### src/hw/rtl/lcr_pkg.sv
`default_nettype none

package lcr_pkg;

  localparam int SAMPLE_W    = 24;
  localparam int SUM_W       = 32;
  localparam int COUNT_W     = 8;
  localparam int DIVISOR_W   = COUNT_W + 1;
  localparam int GAIN_W      = 2;
  localparam int TARE_W      = 24;
  localparam int WEIGHT_W    = 25;
  localparam int BIT_CNT_W   = 5;
  localparam int STEP_CNT_W  = 5;
  localparam int CFG_INDEX_W = 2;
  localparam int CFG_DATA_W  = 24;
  localparam int IN_TDATA_W  = 8;
  localparam int OUT_TDATA_W = 32;

  localparam logic [BIT_CNT_W-1:0] SAMPLE_BITS = BIT_CNT_W'(SAMPLE_W);

  localparam logic [CFG_INDEX_W-1:0] CFG_GAIN_PULSES   = 2'd0;
  localparam logic [CFG_INDEX_W-1:0] CFG_AVERAGE_COUNT = 2'd1;
  localparam logic [CFG_INDEX_W-1:0] CFG_TARE_OFFSET   = 2'd2;

  typedef enum logic [2:0] {
    PH_IDLE,
    PH_DHIGH,
    PH_DLOW,
    PH_GHIGH,
    PH_GLOW,
    PH_DIV
  } phase_t;

  typedef struct packed {
    logic sample_clr;
    logic shift_en;
    logic accumulate;
    logic div_start;
    logic emit_tick;
    logic emit_result;
    logic sck;
  } ctrl_cmd_t;

  typedef struct packed {
    logic avg_done;
    logic div_busy;
    logic slot_free;
  } dp_status_t;

endpackage

`default_nettype wire

### src/hw/rtl/lcr_div.sv
`default_nettype none

module lcr_div (
  input  wire logic                           clk,
  input  wire logic                           rst,
  input  wire logic                           start,
  input  wire logic [lcr_pkg::SUM_W-1:0]      dividend,
  input  wire logic [lcr_pkg::DIVISOR_W-1:0]  divisor,
  output logic                                busy,
  output logic [lcr_pkg::SUM_W-1:0]           quotient
);

  logic [lcr_pkg::STEP_CNT_W-1:0] step_cnt;
  logic [lcr_pkg::DIVISOR_W-1:0]  rem;
  logic [lcr_pkg::DIVISOR_W-1:0]  dvs;
  logic [lcr_pkg::SUM_W-1:0]      quo;
  logic                           neg;

  logic [lcr_pkg::SUM_W-1:0]      magnitude;
  logic [lcr_pkg::DIVISOR_W:0]    trial;
  logic [lcr_pkg::DIVISOR_W:0]    trial_diff;
  logic                           fits;

  assign magnitude  = dividend[lcr_pkg::SUM_W-1] ? (~dividend + 1'b1) : dividend;
  assign trial      = {rem, quo[lcr_pkg::SUM_W-1]};
  assign trial_diff = trial - {1'b0, dvs};
  assign fits       = (trial >= {1'b0, dvs});
  assign quotient   = neg ? (~quo + 1'b1) : quo;

  always_ff @(posedge clk) begin
    if (rst) begin
      busy     <= 1'b0;
      step_cnt <= '0;
    end else if (start) begin
      busy     <= 1'b1;
      step_cnt <= '0;
    end else if (busy) begin
      step_cnt <= step_cnt + 1'b1;
      if (step_cnt == '1) begin
        busy <= 1'b0;
      end
    end
  end

  always_ff @(posedge clk) begin
    if (start) begin
      quo <= magnitude;
      rem <= '0;
      dvs <= divisor;
      neg <= dividend[lcr_pkg::SUM_W-1];
    end else if (busy) begin
      quo <= {quo[lcr_pkg::SUM_W-2:0], fits};
      rem <= fits ? trial_diff[lcr_pkg::DIVISOR_W-1:0] : trial[lcr_pkg::DIVISOR_W-1:0];
    end
  end

endmodule

`default_nettype wire

### src/hw/rtl/lcr_dpath.sv
`default_nettype none

module lcr_dpath (
  input  wire logic                          clk,
  input  wire logic                          rst,
  input  wire lcr_pkg::ctrl_cmd_t            cmd,
  input  wire logic                          dout_level,
  input  wire logic [lcr_pkg::COUNT_W-1:0]   average_count,
  input  wire logic [lcr_pkg::TARE_W-1:0]    tare_offset,
  input  wire logic                          out_ready,
  output lcr_pkg::dp_status_t                status,
  output logic                               out_valid,
  output logic                               out_sck,
  output logic                               out_result_valid,
  output logic [lcr_pkg::WEIGHT_W-1:0]       out_weight
);

  logic [lcr_pkg::SAMPLE_W-1:0] sample;
  logic [lcr_pkg::SUM_W-1:0]    sum_acc;
  logic [lcr_pkg::COUNT_W-1:0]  reads_done;

  logic [lcr_pkg::COUNT_W-1:0]  reads_inc;
  logic [lcr_pkg::COUNT_W-1:0]  count_eff;
  logic [lcr_pkg::SUM_W-1:0]    sum_new;
  logic [lcr_pkg::SUM_W-1:0]    quotient;
  logic                         div_busy;
  logic [lcr_pkg::SUM_W:0]      diff;

  assign reads_inc = reads_done + 1'b1;
  assign count_eff = (average_count == '0) ? lcr_pkg::COUNT_W'(1) : average_count;
  assign sum_new   = sum_acc
                   + {{(lcr_pkg::SUM_W-lcr_pkg::SAMPLE_W){sample[lcr_pkg::SAMPLE_W-1]}}, sample};
  assign diff      = {quotient[lcr_pkg::SUM_W-1], quotient}
                   - {{(lcr_pkg::SUM_W+1-lcr_pkg::TARE_W){tare_offset[lcr_pkg::TARE_W-1]}},
                      tare_offset};

  assign status.avg_done  = (reads_inc == '0) || (reads_inc >= count_eff);
  assign status.div_busy  = div_busy;
  assign status.slot_free = !out_valid || out_ready;

  lcr_div u_div (
    .clk      (clk),
    .rst      (rst),
    .start    (cmd.div_start),
    .dividend (sum_new),
    .divisor  ({reads_inc == '0, reads_inc}),
    .busy     (div_busy),
    .quotient (quotient)
  );

  always_ff @(posedge clk) begin
    if (cmd.sample_clr) begin
      sample <= '0;
    end else if (cmd.shift_en) begin
      sample <= {sample[lcr_pkg::SAMPLE_W-2:0], dout_level};
    end
  end

  always_ff @(posedge clk) begin
    if (rst) begin
      sum_acc    <= '0;
      reads_done <= '0;
    end else if (cmd.accumulate) begin
      if (status.avg_done) begin
        sum_acc    <= '0;
        reads_done <= '0;
      end else begin
        sum_acc    <= sum_new;
        reads_done <= reads_inc;
      end
    end
  end

  always_ff @(posedge clk) begin
    if (rst) begin
      out_valid <= 1'b0;
    end else if (cmd.emit_tick || cmd.emit_result) begin
      out_valid <= 1'b1;
    end else if (out_ready) begin
      out_valid <= 1'b0;
    end
  end

  always_ff @(posedge clk) begin
    if (cmd.emit_result) begin
      out_sck          <= 1'b0;
      out_result_valid <= 1'b1;
      out_weight       <= diff[lcr_pkg::WEIGHT_W-1:0];
    end else if (cmd.emit_tick) begin
      out_sck          <= cmd.sck;
      out_result_valid <= 1'b0;
      out_weight       <= '0;
    end
  end

endmodule

`default_nettype wire

### src/hw/rtl/lcr_ctrl.sv
`default_nettype none

module lcr_ctrl (
  input  wire logic                         clk,
  input  wire logic                         rst,
  input  wire logic                         in_valid,
  input  wire logic                         dout_level,
  input  wire logic [lcr_pkg::GAIN_W-1:0]   gain_pulses,
  input  wire lcr_pkg::dp_status_t          status,
  output logic                              in_ready,
  output lcr_pkg::ctrl_cmd_t                cmd
);

  lcr_pkg::phase_t                 state;
  lcr_pkg::phase_t                 state_next;
  logic [lcr_pkg::BIT_CNT_W-1:0]   bit_cnt;
  logic [lcr_pkg::BIT_CNT_W-1:0]   bit_cnt_next;
  logic [lcr_pkg::GAIN_W-1:0]      pulse_cnt;
  logic [lcr_pkg::GAIN_W-1:0]      pulse_cnt_next;

  logic [lcr_pkg::GAIN_W-1:0]      pulses_eff;
  logic                            gain_done;
  logic                            fire;

  assign pulses_eff = (gain_pulses == '0) ? lcr_pkg::GAIN_W'(1) : gain_pulses;
  assign gain_done  = (pulse_cnt >= pulses_eff) || (pulse_cnt == '0);
  assign in_ready   = !rst && (state != lcr_pkg::PH_DIV) && status.slot_free;
  assign fire       = in_valid && in_ready;

  always_ff @(posedge clk) begin
    if (rst) begin
      state     <= lcr_pkg::PH_IDLE;
      bit_cnt   <= '0;
      pulse_cnt <= '0;
    end else begin
      state     <= state_next;
      bit_cnt   <= bit_cnt_next;
      pulse_cnt <= pulse_cnt_next;
    end
  end

  always_comb begin
    state_next     = state;
    bit_cnt_next   = bit_cnt;
    pulse_cnt_next = pulse_cnt;
    case (state)
      lcr_pkg::PH_IDLE: begin
        if (fire && !dout_level) begin
          state_next     = lcr_pkg::PH_DHIGH;
          bit_cnt_next   = '0;
          pulse_cnt_next = '0;
        end
      end
      lcr_pkg::PH_DHIGH: begin
        if (fire) begin
          bit_cnt_next = bit_cnt + 1'b1;
          state_next   = lcr_pkg::PH_DLOW;
        end
      end
      lcr_pkg::PH_DLOW: begin
        if (fire) begin
          if (bit_cnt >= lcr_pkg::SAMPLE_BITS) begin
            pulse_cnt_next = '0;
            state_next     = lcr_pkg::PH_GHIGH;
          end else begin
            state_next = lcr_pkg::PH_DHIGH;
          end
        end
      end
      lcr_pkg::PH_GHIGH: begin
        if (fire) begin
          pulse_cnt_next = pulse_cnt + 1'b1;
          state_next     = lcr_pkg::PH_GLOW;
        end
      end
      lcr_pkg::PH_GLOW: begin
        if (fire) begin
          if (gain_done) begin
            bit_cnt_next   = '0;
            pulse_cnt_next = '0;
            state_next     = status.avg_done ? lcr_pkg::PH_DIV : lcr_pkg::PH_IDLE;
          end else begin
            state_next = lcr_pkg::PH_GHIGH;
          end
        end
      end
      lcr_pkg::PH_DIV: begin
        if (!status.div_busy && status.slot_free) begin
          state_next = lcr_pkg::PH_IDLE;
        end
      end
      default: begin
        state_next = lcr_pkg::PH_IDLE;
      end
    endcase
  end

  always_comb begin
    cmd = '0;
    case (state)
      lcr_pkg::PH_IDLE: begin
        cmd.emit_tick  = fire;
        cmd.sample_clr = fire && !dout_level;
      end
      lcr_pkg::PH_DHIGH: begin
        cmd.emit_tick = fire;
        cmd.shift_en  = fire;
        cmd.sck       = 1'b1;
      end
      lcr_pkg::PH_DLOW: begin
        cmd.emit_tick = fire;
      end
      lcr_pkg::PH_GHIGH: begin
        cmd.emit_tick = fire;
        cmd.sck       = 1'b1;
      end
      lcr_pkg::PH_GLOW: begin
        if (fire) begin
          if (gain_done) begin
            cmd.accumulate = 1'b1;
            cmd.div_start  = status.avg_done;
            cmd.emit_tick  = !status.avg_done;
          end else begin
            cmd.emit_tick = 1'b1;
          end
        end
      end
      lcr_pkg::PH_DIV: begin
        cmd.emit_result = !status.div_busy && status.slot_free;
      end
      default: begin
        cmd.emit_tick = fire;
      end
    endcase
  end

endmodule

`default_nettype wire

### src/hw/rtl/load_cell_adc_serial_reader.sv
// Output: the result of a tick is registered and offered in the cycle after the tick is taken;
// for a tick that completes an average the divider runs first, and the registered result is
// offered once the divider is done and the output slot is free. Input: one tick per cycle while
// the output slot is free; after a tick that completes an average, no tick is taken until the
// restoring divider (one quotient bit per cycle) is done. Reset: synchronous and active high;
// registers return to gain 1, count 1, tare 0, and the reader waits idle.
`default_nettype none

module load_cell_adc_serial_reader (
  input  wire logic                              clk,
  input  wire logic                              rst,
  input  wire logic                              s_axis_tvalid,
  output logic                                   s_axis_tready,
  input  wire logic [lcr_pkg::IN_TDATA_W-1:0]    s_axis_tdata,  // [0] dout_level
  output logic                                   m_axis_tvalid,
  input  wire logic                              m_axis_tready,
  output logic [lcr_pkg::OUT_TDATA_W-1:0]        m_axis_tdata,  // [0] sck_level, [25:1] weight_value
  output logic                                   m_axis_tuser,  // [0] result_valid
  input  wire logic                              cfg_we,
  input  wire logic [lcr_pkg::CFG_INDEX_W-1:0]   cfg_index,
  input  wire logic [lcr_pkg::CFG_DATA_W-1:0]    cfg_data
);

  logic [lcr_pkg::GAIN_W-1:0]   gain_pulses;
  logic [lcr_pkg::COUNT_W-1:0]  average_count;
  logic [lcr_pkg::TARE_W-1:0]   tare_offset;

  lcr_pkg::ctrl_cmd_t           cmd;
  lcr_pkg::dp_status_t          status;
  logic                         out_sck;
  logic                         out_result_valid;
  logic [lcr_pkg::WEIGHT_W-1:0] out_weight;

  always_ff @(posedge clk) begin
    if (rst) begin
      gain_pulses   <= lcr_pkg::GAIN_W'(1);
      average_count <= lcr_pkg::COUNT_W'(1);
      tare_offset   <= '0;
    end else if (cfg_we) begin
      case (cfg_index)
        lcr_pkg::CFG_GAIN_PULSES:   gain_pulses   <= cfg_data[lcr_pkg::GAIN_W-1:0];
        lcr_pkg::CFG_AVERAGE_COUNT: average_count <= cfg_data[lcr_pkg::COUNT_W-1:0];
        lcr_pkg::CFG_TARE_OFFSET:   tare_offset   <= cfg_data[lcr_pkg::TARE_W-1:0];
        default: begin
        end
      endcase
    end
  end

  lcr_ctrl u_ctrl (
    .clk         (clk),
    .rst         (rst),
    .in_valid    (s_axis_tvalid),
    .dout_level  (s_axis_tdata[0]),
    .gain_pulses (gain_pulses),
    .status      (status),
    .in_ready    (s_axis_tready),
    .cmd         (cmd)
  );

  lcr_dpath u_dpath (
    .clk              (clk),
    .rst              (rst),
    .cmd              (cmd),
    .dout_level       (s_axis_tdata[0]),
    .average_count    (average_count),
    .tare_offset      (tare_offset),
    .out_ready        (m_axis_tready),
    .status           (status),
    .out_valid        (m_axis_tvalid),
    .out_sck          (out_sck),
    .out_result_valid (out_result_valid),
    .out_weight       (out_weight)
  );

  assign m_axis_tdata = {{(lcr_pkg::OUT_TDATA_W-lcr_pkg::WEIGHT_W-1){1'b0}}, out_weight, out_sck};
  assign m_axis_tuser = out_result_valid;

`ifndef SYNTH
  assert property (@(posedge clk) disable iff (rst)
    (m_axis_tvalid && m_axis_tuser) |-> !m_axis_tdata[0])
    else $error("Averaged result offered with the serial clock high.");

  assert property (@(posedge clk) disable iff (rst)
    (m_axis_tvalid && !m_axis_tuser) |-> (m_axis_tdata[25:1] == '0))
    else $error("Weight not zero on a tick without a result.");

  assert property (@(posedge clk) disable iff (rst)
    status.div_busy |-> !s_axis_tready)
    else $error("Input taken while the divider is running.");

  assert property (@(posedge clk) disable iff (rst)
    cmd.div_start |=> status.div_busy)
    else $error("Divider failed to start.");
`endif

endmodule

`default_nettype wire
### config.mk
export PLATFORM = sky130hd
export DESIGN_NAME = load_cell_adc_serial_reader
export DESIGN_NICKNAME = d
export VERILOG_FILES = /design/src/hw/rtl/lcr_pkg.sv /design/src/hw/rtl/lcr_div.sv /design/src/hw/rtl/lcr_dpath.sv /design/src/hw/rtl/lcr_ctrl.sv /design/src/hw/rtl/load_cell_adc_serial_reader.sv
export SDC_FILE = /design/constraint.sdc
export NUM_CORES = 1
export LEC_CHECK = 0
export BUFFER_PORTS_ARGS = -buffer_cell sky130_fd_sc_hd__buf_2
export CAP_MARGIN = 0
export CORE_MARGIN = 5
export CORE_UTILIZATION = 47
export DETAILED_ROUTE_END_ITERATION = 10
export GPL_TIMING_DRIVEN = 0
export HOLD_SLACK_MARGIN = 0.06
export PLACE_DENSITY_LB_ADDON = 0.05
export REMOVE_ABC_BUFFERS = 1
export SLEW_MARGIN = 0
export SYNTH_ARGS = -nofsm -noshare
export SYNTH_HDL_FRONTEND = slang
export SYNTH_SLANG_ARGS = --single-unit
export TNS_END_PERCENT = 10
### constraint.sdc
create_clock -name clk -period 5.2 [get_ports clk]
set_input_delay 0.52 -clock clk [delete_from_list [all_inputs] [get_ports clk]]
set_output_delay 0.52 -clock clk [all_outputs]
set_load 0.05 [all_outputs]
==> summary.md, run 1 <==
| Metric | Value |
|---|---|
| Num CTS Buffers | `17` |
| Post-synth EDFFs | `67` |
| Share of cells above drive strength 1 | `7.482%` |
| Clock power frac | `40.4%` |
| Placed Cells | `1840` |
| Sequential share of the synthesized area | `36.55%` |
| Setup crit end kind | `register` |
| CORE AREA | `26060 um^2` |
| Antenna fix cells | `0` |
| Hold depth | `3` |
| Largest net degree at the start of global routing | `49` |
| Gr usage total | `19.80%` |
| R2r startpoint | `u_dpath.reads_done[0]` |
| Slowest cell delay on critical path | `0.72 ns` |
| WHS | `0.3128 ns` |
| Max-slew headroom at the worst pin | `17.34%` |
| Syn Inst Count | `1521` |
| Synth unique cells | `75` |
| Pwr Total | `3260 uW` |
| CP startpoint kind | `register` |
| Routability-driven placement congestion ratio | `0.8644` |
| Final setup viols | `0` |
| Top_reg_cell synth | `dfxtp_1` |
| Peak supply drop | `205.1 uV` |
| Clock Skew | `0.01537 ns` |
| Post-cts resize count | `0` |
| Async SR Flop Fraction | `0%` |
| DR vias/cell | `5.488` |
| Min-Delay Endpoint | `tare_offset[23]` |
| Row count | `59` |
| 1st-iter DRT viols | `728` |
| WS Path Type | `register to register` |
| First-pass iteration count of the detailed router | `5` |
| Flop pwr share | `49.4%` |
| Least-Margin Pin Slew | `1.237 ns` |
| Mapped Area | `12410 um^2` |
| Internal Power | `2394 uW` |
| Max Slew Vio Count | `0` |
| TritonCTS clock tree | `done` |
| Design area | `13460 um^2` |
| Die Ht | `172.5 um` |
| P_sw | `866.3 uW` |
| Post-DRT Antenna Nets | `0` |
| Vias in the first global route | `9653` |
| Period minus WS final | `4.684 ns` |
| Clk slew on worst S/H paths | `0.08 ns` |
| Logic gate share of total power | `10.2%` |
| Count leader, synth | `nand2_1` |
| Worst EP required | `5.26 ns` |
| Register bit total from synthesis | `193` |
| I/O Pins | `74` |
| Worst reg2reg setup slack | `0.52 ns` |
| Top post-synthesis cells by count | `nand2_1, a21oi_1, dfxtp_1, nor2_1, ha_1` |
| Utilization after layout | `51.67%` |
| FF-to-FF path depth | `12` |
| Port Buffers | `60` |
| Antenna violations before repair | `0` |
| Clk_lat worst skew | `0.44 ns` |
| Largest area contributor in the netlist | `dfxtp_1` |
| Leading post-synthesis cells by cell area | `dfxtp_1, edfxtp_1, ha_1, nand2_1, a21oi_1` |
| CP bufs+invs | `2` |
| Final net count | `1647` |
| Die width | `172.5 um` |
| CP Cell Sequence | `ha_1 -> nand2_1 -> nor2_1 -> xor2_1 -> ha_1 -> nand2_1 -> o31a_1 -> o21a_2 -> nand2b_2 -> buf_12 -> inv_2 -> or2_2` |
| Min-delay src | `cfg_data[23]` |
| Critical path's top delay family | `simple AND/OR/NAND/NOR gates` |
| Crit path arrival time | `4.74 ns` |
| Initial Util | `47.61%` |
| Max-cap violations | `0` |
| Post-DP Area | `12890 um^2` |
| First-pass GRT wire length | `48.37 mm` |
| Syn. warnings | `0` |
| WL final | `29.05 mm` |
| Area Overhead vs Synth | `8.533%` |
| Crit-path max FO | `42` |
| Synth Area per Inst | `8.156 um^2` |
| Worst min path class | `input port to register` |
| R2r endpoint | `u_dpath.u_div.quo[18]` |
| Share of the synthesized area in the top cell type | `20.33%` |
| Final Non-Filler Cells | `1872` |
| CTS H-Tree Depth | `4` |
| HPWL Detailed | `21.63 mm` |
| Die area | `29740 um^2` |
| RSZ-0062 raised after global routing | `false` |
| DR WL/cell | `15.52 um` |
| Via count | `10270` |
| Setup Buffers After CTS | `0` |
| Hold Vio Cnt, Final | `0` |
| Remaining Overflow, GRT | `0` |
| Cell Pwr Density | `242.1 nW/um^2` |
| Clk root buf | `clkbuf_16` |
| Sw frac | `26.57%` |
| CTS max path bufs | `2` |
| CP max-delay cell | `or2_2` |
| Post-route DRC | `0` |
| CTS Sinks | `193` |
| Tcrit/Tclk final | `90.07%` |
| Hold-fix buffers, CTS | `0` |
| Leak pwr | `0.005329 uW` |
| Status | `completed` |
| F_max | `0.2135 GHz` |
==> cell usage in the layout (no fill, tap or decap), types with 59 or more instances in the layout <==
cell type and count:
dfxtp_1 126, xnor2_1 59, ha_1 81, edfxtp_1 67, buf_2 59, nand2_1 232
inv_1 80, nor2_1 120, o21ai_0 78, a21oi_1 149
==> area by class of cell <==
type                    count  area (um^2)
fillers                  2503        12590
multi-input cells        1167         7241
flip-flops and latches    193         4534
clock buffers              18        429.2
well taps                 335        419.2
repair buffers             64        390.4
inverters                  81        304.0
clock inverters            14        146.4
==> sequential cells by signal (all words and copies together) (netlist names), 8 cells and up <==
signal and cells:
average_count 8, tare_offset 24, u_dpath.out_weight 25, u_dpath.reads_done 8, u_dpath.sample 24, u_dpath.sum_acc 32, u_dpath.u_div.dvs 9, u_dpath.u_div.quo 32
u_dpath.u_div.rem 9
==> worst reg2reg max path, stage by stage, from the launching register on <==
cell and delay, ns:
dfxtp_1 0.45, ha_1 0.34, nand2_1 0.08, nor2_1 0.11, xor2_1 0.43, ha_1 0.24, nand2_1 0.06, o31a_1 0.23
o21a_2 0.38, nand2b_2 0.46, buf_12 0.26, inv_2 0.51, or2_2 0.75
==> power groups by stage <==
stage	logic (uW)	clock network [uW]	registers [uW]
2_1_floorplan	214	0	1660
3_3_place_gp	321	0	1640
3_5_place_dp	333	0	1640
4_1_cts	334	1360	1610
5_1_grt	371	1420	1610
6_report	332	1320	1610
==> kinds of logic (layout without fill, tap and decap cells) <==
group / after synthesis / count (layout) / synth area share, %
AND/OR/NAND/NOR: 568 / 568 / 21.09
flip-flops: 193 / 193 / 36.55
other: 1 / 6 / 0.03023
multiplexers: 18 / 18 / 1.462
AO/OA/AOI/OAI: 383 / 383 / 19.26
buffers and inverters: 166 / 177 / 5.325
XOR/XNOR: 108 / 108 / 7.625
adder cells (fa/ha/maj): 84 / 84 / 8.654
==> stage by stage <==
stage	TNS, ns	setup slack (ns)
2_1_floorplan	-50.23	-1.065
3_3_place_gp	-243.98	-3.410
3_5_place_dp	0	0.5277
4_1_cts	0	0.5176
5_1_grt	0	0.1975
6_report	0	0.5164
==> worst max path at each step <==
stage / slack, ns / from / cells after the start / end
final: 0.52 / u_dpath.reads_done[0] / 12 / u_dpath.u_div.quo[18]
after global routing: 0.20 / u_dpath.reads_done[0] / 12 / u_dpath.u_div.quo[18]
after CTS: 0.52 / u_dpath.reads_done[0] / 12 / u_dpath.u_div.quo[8]
after detailed placement: 0.53 / u_dpath.reads_done[0] / 12 / u_dpath.u_div.quo[23]
after global placement: -3.41 / rst / 7 / u_dpath.u_div.quo[25]
after floorplan: -1.07 / u_dpath.out_valid / 7 / u_dpath.u_div.quo[0]
==> routing by layer <==
metal	routed length, um	global-route usage [%]	vias up
li1	-	-	5381
met1	15150	29.10	4738
met2	12730	31.18	139
met3	914	2.812	15
met4	262	4.033	0
met5	0	0	-
No activity file was read; power rests on OpenSTA's default activity.
==> run 2: changes to the inputs <==
- CELL_PAD_IN_SITES_DETAIL_PLACEMENT: not set -> 1
- CELL_PAD_IN_SITES_GLOBAL_PLACEMENT: not set -> 2
- CORE_UTILIZATION: 47 -> 38
- clock period: 5.2 -> 5.23 ns (I/O delays scaled with it)
==> run 2 against run 1 <==
Compared with the run above:
- first-iteration DRC count fell by 37%
- maximum frequency fell by 3.6%
- combinational power rose by 2%
- critical path depth did not move
- register-to-register slack got worse by 0.14 ns
- utilization fell by 9.6 points
- wire length rose by 16%
- sequential share of layout area fell by 0.36 points
- setup slack got worse by 0.14 ns
- sequential cell count did not move
- count of clock-buffer cells in the layout rose by 2
- non-clock buffer count did not move
- critical path type unchanged
- largest cell class unchanged
- largest power group unchanged
==> summary.md, run 2 (same netlist as run 1, synthesis figures left out) <==
| Metric | Value |
|---|---|
| Status | `completed` |
| RSZ-0062 raised after global routing | `true` |
| Largest registers | `u_dpath.sum_acc: 32 flops, u_dpath.u_div.quo: 32 flops, u_dpath.out_weight: 25 flops` |
| Initial Util | `38.32% (-9.3 points)` |
| Critical path startpoint | `u_dpath.sample[18]` |
| Antenna fix cells | `0 (unchanged)` |
| Clk root buf | `clkbuf_16` |
| Critical path's top delay family | `simple AND/OR/NAND/NOR gates` |
| Placed Cells | `1947 (+5.8%)` |
| Fillers | `3934 (+57%)` |
| Commonest non-fill, non-tap cell in the layout | `nand2_1` |
| Cell Pwr Density | `239.5 nW/um^2 (-1.1%)` |
| Peak supply drop | `219.8 uV (+7.2%)` |
| Largest net degree at the start of global routing | `64 (+31%)` |
| Utilization after layout | `42.04% (-9.6 points)` |
| WS Path Type | `register to register` |
| R2r startpoint | `u_dpath.sample[18]` |
| First-pass GRT wire length | `56.24 mm (+16%)` |
| Die Ht | `190.7 um (+11%)` |
| CTS H-Tree Depth | `4 (unchanged)` |
| TritonCTS clock tree | `done` |
| Setup Buffers After CTS | `0 (unchanged)` |
| 1st-iter DRT viols | `456 (-37%)` |
| DR WL/cell | `17.07 um (+10%)` |
| Share of cells above drive strength 1 | `7.157% (-0.33 points)` |
| Clk slew on worst S/H paths | `0.07 ns (about the same)` |
| WL final | `33.78 mm (+16%)` |
| Setup crit end kind | `register` |
| Period minus WS final | `4.857 ns (+0.1733 ns)` |
| CP max-delay cell | `o211ai_1` |
| Area Overhead vs Synth | `9.702%` |
| Leak pwr | `0.005323 uW (-0.10%)` |
| Row count | `66 (+12%)` |
| Gr usage total | `18.92% (-0.88 points)` |
| CP bufs+invs | `1 (-1)` |
| Worst EP required | `5.42 ns (+0.16 ns)` |
| HPWL Detailed | `25.31 mm (+17%)` |
| Max-slew headroom at the worst pin | `12.69% (-4.7 points)` |
| Port Buffers | `60 (unchanged)` |
| Slowest cell delay on critical path | `0.82 ns (+0.10 ns)` |
| Remaining Overflow, GRT | `0 (unchanged)` |
| Commonest cells after routing, fill and taps aside | `nand2_1, a21oi_1, dfxtp_1, nor2_1, ha_1` |
| Final setup viols | `0 (unchanged)` |
| F_max | `0.2059 GHz (-3.6%)` |
| Via count | `10550 (+2.7%)` |
| Die width | `190.7 um (+11%)` |
| Final net count | `1647 (unchanged)` |
| Max Slew Vio Count | `0 (unchanged)` |
| Min-delay src | `cfg_data[12]` |
| Dpl ws | `0.1962 ns (-0.3315 ns)` |
| Worst reg2reg setup slack | `0.37 ns (-0.14 ns)` |
| Worst min path class | `input port to register` |
| I/O Pins | `74 (unchanged)` |
| First-pass iteration count of the detailed router | `4 (-1)` |
| Vias in the first global route | `10830 (+12%)` |
| Post-DRT Antenna Nets | `0 (unchanged)` |
| Hold depth | `3 (unchanged)` |
| CTS max path bufs | `2 (unchanged)` |
| Tcrit/Tclk final | `92.87% (+2.8 points)` |
| Setup ws final | `0.3731 ns (-0.1433 ns)` |
| R2r endpoint | `u_dpath.u_div.quo[29]` |
| CP startpoint kind | `register` |
| Final Non-Filler Cells | `1979 (+5.7%)` |
| Min-Delay Endpoint | `tare_offset[12]` |
| Crit path arrival time | `5.05 ns (+0.31 ns)` |
| Routability-driven placement congestion ratio | `0.8029 (-7.1%)` |
| Num CTS Buffers | `17 (unchanged)` |
| Clock Skew | `0.02280 ns (+0.007436 ns)` |
| DR vias/cell | `5.329 (-2.9%)` |
| Die area | `36360 um^2 (+22%)` |
| Post-route DRC | `0 (unchanged)` |
| Least-Margin Pin Slew | `1.307 ns (+0.06971 ns)` |
| Post-cts resize count | `0 (unchanged)` |
| CORE AREA | `32370 um^2 (+24%)` |
| CP Cell Sequence | `ha_1 -> nand4_1 -> nor4_1 -> nand4b_1 -> nand4_1 -> nand2_1 -> o211ai_1 -> inv_1 -> nand2_1 -> nor2_1 -> a221oi_1 -> nand2b_1` |
| Hold Vio Cnt, Final | `0 (unchanged)` |
| Crit-path max FO | `25 (-40%)` |
| Hold-fix buffers, CTS | `0 (unchanged)` |
| Max-cap violations | `0 (unchanged)` |
| FF-to-FF path depth | `12 (unchanged)` |
| Setup tns final | `0 ns (unchanged)` |
| Antenna violations before repair | `0 (unchanged)` |
| Clk_lat worst skew | `0.46 ns (+0.02 ns)` |
| CTS Sinks | `193 (unchanged)` |
run 2: changes by cell type in the layout (fill, tap and decap cells not counted), sizes merged:
| cell | change |
|---|---|
| bufinv | +1 |
| clkbuf | +2 |
| clkinv | +1 |
| inv | -4 |
run 2: how the worst max path moves through the flow:
stage,endpoint,cells after the start
floorplan,u_dpath.u_div.quo[0],7
global placement,u_dpath.u_div.quo[24],7
detailed placement,u_dpath.u_div.quo[25],10
CTS,u_dpath.u_div.quo[19],13
global route,u_dpath.u_div.quo[29],12
finish,u_dpath.u_div.quo[29],12
run 2: worst min-delay path: stages:
cell,delay (ns)
buf_2,0.09
nand2_1,0.05
a21oi_1,0.05
run 2: report_power, final:
| part | switching, uW | internal, uW | total [uW] |
|---|---|---|---|
| clock | 613 | 708 | 1320 |
| combinational | 214 | 125 | 339 |
| sequential | 22.7 | 1580 | 1600 |
| total | 850 | 2410 | 3260 |
run 2: cell type report:
cell class / instances / area (um^2) / share of cell area [%]
Multi-Input combinational cell: 1167 / 7243 / 53.22
Clock inverter: 12 / 132.6 / 0.9745
Clock buffer: 20 / 436.7 / 3.209
Tap cell: 442 / 553.0 / 4.064
Inverter: 81 / 304.0 / 2.234
Timing Repair Buffer: 64 / 405.4 / 2.979
Sequential cell: 193 / 4534 / 33.32
run 2: through the flow:
| stage | hold WS (ns) | instance area [um^2] | total power (uW) |
|---|---|---|---|
| floorplan | 0.4301 | 12070 | 1867 |
| global placement | 0.4430 | 12920 | 1959 |
| detailed placement | 0.4468 | 13040 | 1976 |
| CTS | 0.2840 | 13610 | 3311 |
| global route | 0.3009 | 13610 | 3408 |
| finish | 0.2962 | 13610 | 3260 |
run 2: routing by layer:
| metal | wire length [um] | global-route usage (%) |
|---|---|---|
| met1 | 17540 | 27.10 |
| met2 | 15230 | 30.60 |
| met3 | 835 | 2.911 |
| met4 | 178 | 3.508 |
| met5 | 0 | 0 |
==> run 3: changes to the inputs <==
- ABC_AREA: not set -> 1
- CORE_UTILIZATION: 38 -> 35
==> run 3 against run 2 <==
Compared with the run above:
- final cell count grew 27%
- hold slack gained 0.039 ns
- combinational power grew 92%
- die area grew 15%
- final area grew 7.1%
- highest routed layer unchanged
- utilization shrank 3.2 points
- global-route usage grew 0.17 points
- sequential share of layout area shrank 2.2 points
==> summary.md, run 3 <==
| Metric | Value |
|---|---|
| Syn Inst Count | `1946 (+28%)` |
| Clk slew on worst S/H paths | `0.08 ns (about the same)` |
| CP Cell Sequence | `inv_1 -> ha_1 -> inv_1 -> nor3_1 -> nand2_1 -> nor3_1 -> nand3_1 -> nor3_1 -> a21oi_1 -> xor2_1 -> ha_1 -> nand2_1 -> nor4_1 -> nand4_1 -> nand3_1 -> a211oi_1 -> xor2_1 -> nor2_1` |
| Final net count | `2104 (+28%)` |
| Slowest cell delay on critical path | `0.53 ns (-0.29 ns)` |
| Count leader, synth | `nand2_1` |
| Hold-fix buffers, CTS | `0 (unchanged)` |
| Vias in the first global route | `12460 (+15%)` |
| Leak pwr | `0.007033 uW (+32%)` |
| Post-cts resize count | `0 (unchanged)` |
| Least-Margin Pin Slew | `1.263 ns (-0.04323 ns)` |
| Status | `completed` |
| Antenna violations before repair | `0 (unchanged)` |
| CP max-delay cell | `nor4_1` |
| Most used cell, CP | `nor3_1` |
| Area Overhead vs Synth | `10.18%` |
| WL final | `38.68 mm (+14%)` |
| RSZ-0062 raised after global routing | `false` |
| Period minus WS final | `4.588 ns (-0.2687 ns)` |
| Register bit total from synthesis | `193 (unchanged)` |
| 1st-iter DRT viols | `405 (-11%)` |
| CTS Sinks | `193 (unchanged)` |
| I/O Pins | `74 (unchanged)` |
| Gr usage total | `19.09% (+0.17 points)` |
| Cell Pwr Density | `245.9 nW/um^2 (+2.6%)` |
| Synth Area per Inst | `6.797 um^2 (-17%)` |
| Final setup viols | `0 (unchanged)` |
| Share of cells above drive strength 1 | `8.927% (+1.8 points)` |
| HPWL Detailed | `30.97 mm (+22%)` |
| Leading post-synthesis cells by cell area | `dfxtp_1, nand2_1, edfxtp_1, inv_1, ha_1` |
| Max-slew headroom at the worst pin | `15.57% (+2.9 points)` |
| Post-route DRC | `0 (unchanged)` |
| Remaining Overflow, GRT | `0 (unchanged)` |
| Port Buffers | `60 (unchanged)` |
| Post-synth EDFFs | `67 (unchanged)` |
| F_max | `0.2180 GHz (+5.9%)` |
| Worst min path class | `input port to register` |
| CTS H-Tree Depth | `4 (unchanged)` |
| Post-DRT Antenna Nets | `0 (unchanged)` |
| Sequential share of the synthesized area | `34.28% (-2.3 points)` |
| Commonest cells after routing, fill and taps aside | `nand2_1, inv_1, a21oi_1, nor2_1, dfxtp_1` |
| Storage cell area | `4534 um^2 (unchanged)` |
| Hold Vio Cnt, Final | `0 (unchanged)` |
| CP startpoint kind | `register` |
| Initial Util | `35.28% (-3.0 points)` |
| First-pass GRT wire length | `64.53 mm (+15%)` |
| Die area | `41780 um^2 (+15%)` |
| Via count | `12120 (+15%)` |
| DR WL/cell | `15.44 um (-9.6%)` |
| Row count | `71 (+7.6%)` |
| Crit-path max FO | `5 (-80%)` |
| Worst EP required | `5.42 ns (about the same)` |
| Num CTS Buffers | `17 (unchanged)` |
| CORE AREA | `37490 um^2 (+16%)` |
| Share of the synthesized area in the top cell type | `19.07% (-1.3 points)` |
| Die Ht | `204.4 um (+7.2%)` |
| Tcrit/Tclk final | `87.73% (-5.1 points)` |
| Mapped Area | `13230 um^2 (+6.6%)` |
| Synth unique cells | `53 (-29%)` |
| TritonCTS clock tree | `done` |
| Fillers | `4861 (+24%)` |
| Clock Skew | `0.01399 ns (-0.008811 ns)` |
| Max-cap violations | `0 (unchanged)` |
| Setup tns final | `0 ns (unchanged)` |
| Die width | `204.4 um (+7.2%)` |
| Clk_lat worst skew | `0.46 ns (about the same)` |
| Largest registers | `u_dpath.sum_acc: 32 flops, u_dpath.u_div.quo: 32 flops, u_dpath.out_weight: 25 flops` |
| WS Path Type | `register to register` |
| Max Slew Vio Count | `0 (unchanged)` |
| DR vias/cell | `4.837 (-9.2%)` |
| First-pass iteration count of the detailed router | `4 (unchanged)` |
| Clk root buf | `clkbuf_16` |
| Top_reg_cell synth | `dfxtp_1` |
| Antenna fix cells | `0 (unchanged)` |
| Async SR Flop Fraction | `0% (unchanged)` |
| Crit path arrival time | `4.78 ns (-0.27 ns)` |
| Routability-driven placement congestion ratio | `0.7992 (-0.46%)` |
| Pwr Total | `3584 uW (+9.9%)` |
| Setup crit end kind | `register` |
| Top post-synthesis cells by count | `nand2_1, inv_1, a21oi_1, nor2_1, dfxtp_1` |
| Commonest non-fill, non-tap cell in the layout | `nand2_1` |
| Setup Buffers After CTS | `0 (unchanged)` |
| Peak supply drop | `236.2 uV (+7.5%)` |
| Syn. warnings | `0 (unchanged)` |
| Utilization after layout | `38.88% (-3.2 points)` |
| Largest area contributor in the netlist | `dfxtp_1` |
| CTS max path bufs | `2 (unchanged)` |
| Largest net degree at the start of global routing | `51 (-20%)` |
| Area of the multi-input gates | `7316 um^2 (+1.0%)` |
## run 3: metrics by stage
stage	hold slack, ns	setup slack [ns]	cell area [um^2]	instances
global route	0.3375	0.2717	14570	2505
floorplan	0.4214	1.060	12950	1896
CTS	0.3056	0.2218	14570	2505
global placement	0.4362	-0.7185	13890	2467
detailed placement	0.4451	0.2677	14010	2473
finish	0.3351	0.6418	14570	2505
## run 3: cell families after synthesis
logic type                 Yosys count  share of synthesized area, %
adders and majority gates           84                         8.116
DFF                                193                         34.28
and+or+nand+nor                    904                         28.93
xor gates and xnor gates            56                         3.765
AOI/OAI and AO/OA                  355                         14.14
other                                1                       0.02835
buffers and inverters              353                         10.75
## run 3: path summary, 6_finish.rpt
kind         cells past startpoint                       end  slack [ns]                      from
max                             18    u_dpath.out_weight[24]        0.64      u_dpath.u_div.quo[0]
min                              3         u_dpath.sample[0]        0.34           s_axis_tdata[0]
max reg2reg                     18    u_dpath.out_weight[24]        0.64      u_dpath.u_div.quo[0]
min reg2reg                      2  u_dpath.out_result_valid        0.46  u_dpath.out_result_valid
## run 3: area by class of cell
class,count,area share [%]
Inverter,298,7.692
Clock inverter,12,0.6439
Tap cell,511,4.387
Multi-Input combinational cell,1405,50.20
Clock buffer,20,3.211
Sequential cell,193,31.11
Timing Repair Buffer,66,2.756
## run 3: critical path, delay by kind of cell (launching register included)
family	cells	cell delay (ns)
adder cells (fa/ha/maj)	2	0.53
AND/OR/NAND/NOR	10	2.54
buffers and inverters	2	0.21
flip-flops	1	0.39
XOR/XNOR	2	0.36
AO/OA/AOI/OAI	2	0.28
## run 3: per-layer routing
metal / part of all wire, % / global-route usage (%) / up-vias
met4: 1.1 / 4.212 / 0
met1: 53 / 27.60 / 5691
met5: 0 / 0 / -
met2: 44 / 30.68 / 90
li1: - / - / 6315
met3: 2.0 / 2.285 / 20
## run 3: report_power, final
| part | internal, uW | switching, uW |
|---|---|---|
| clock | 660 | 644 |
| sequential | 1600 | 33.6 |
| combinational | 197 | 453 |
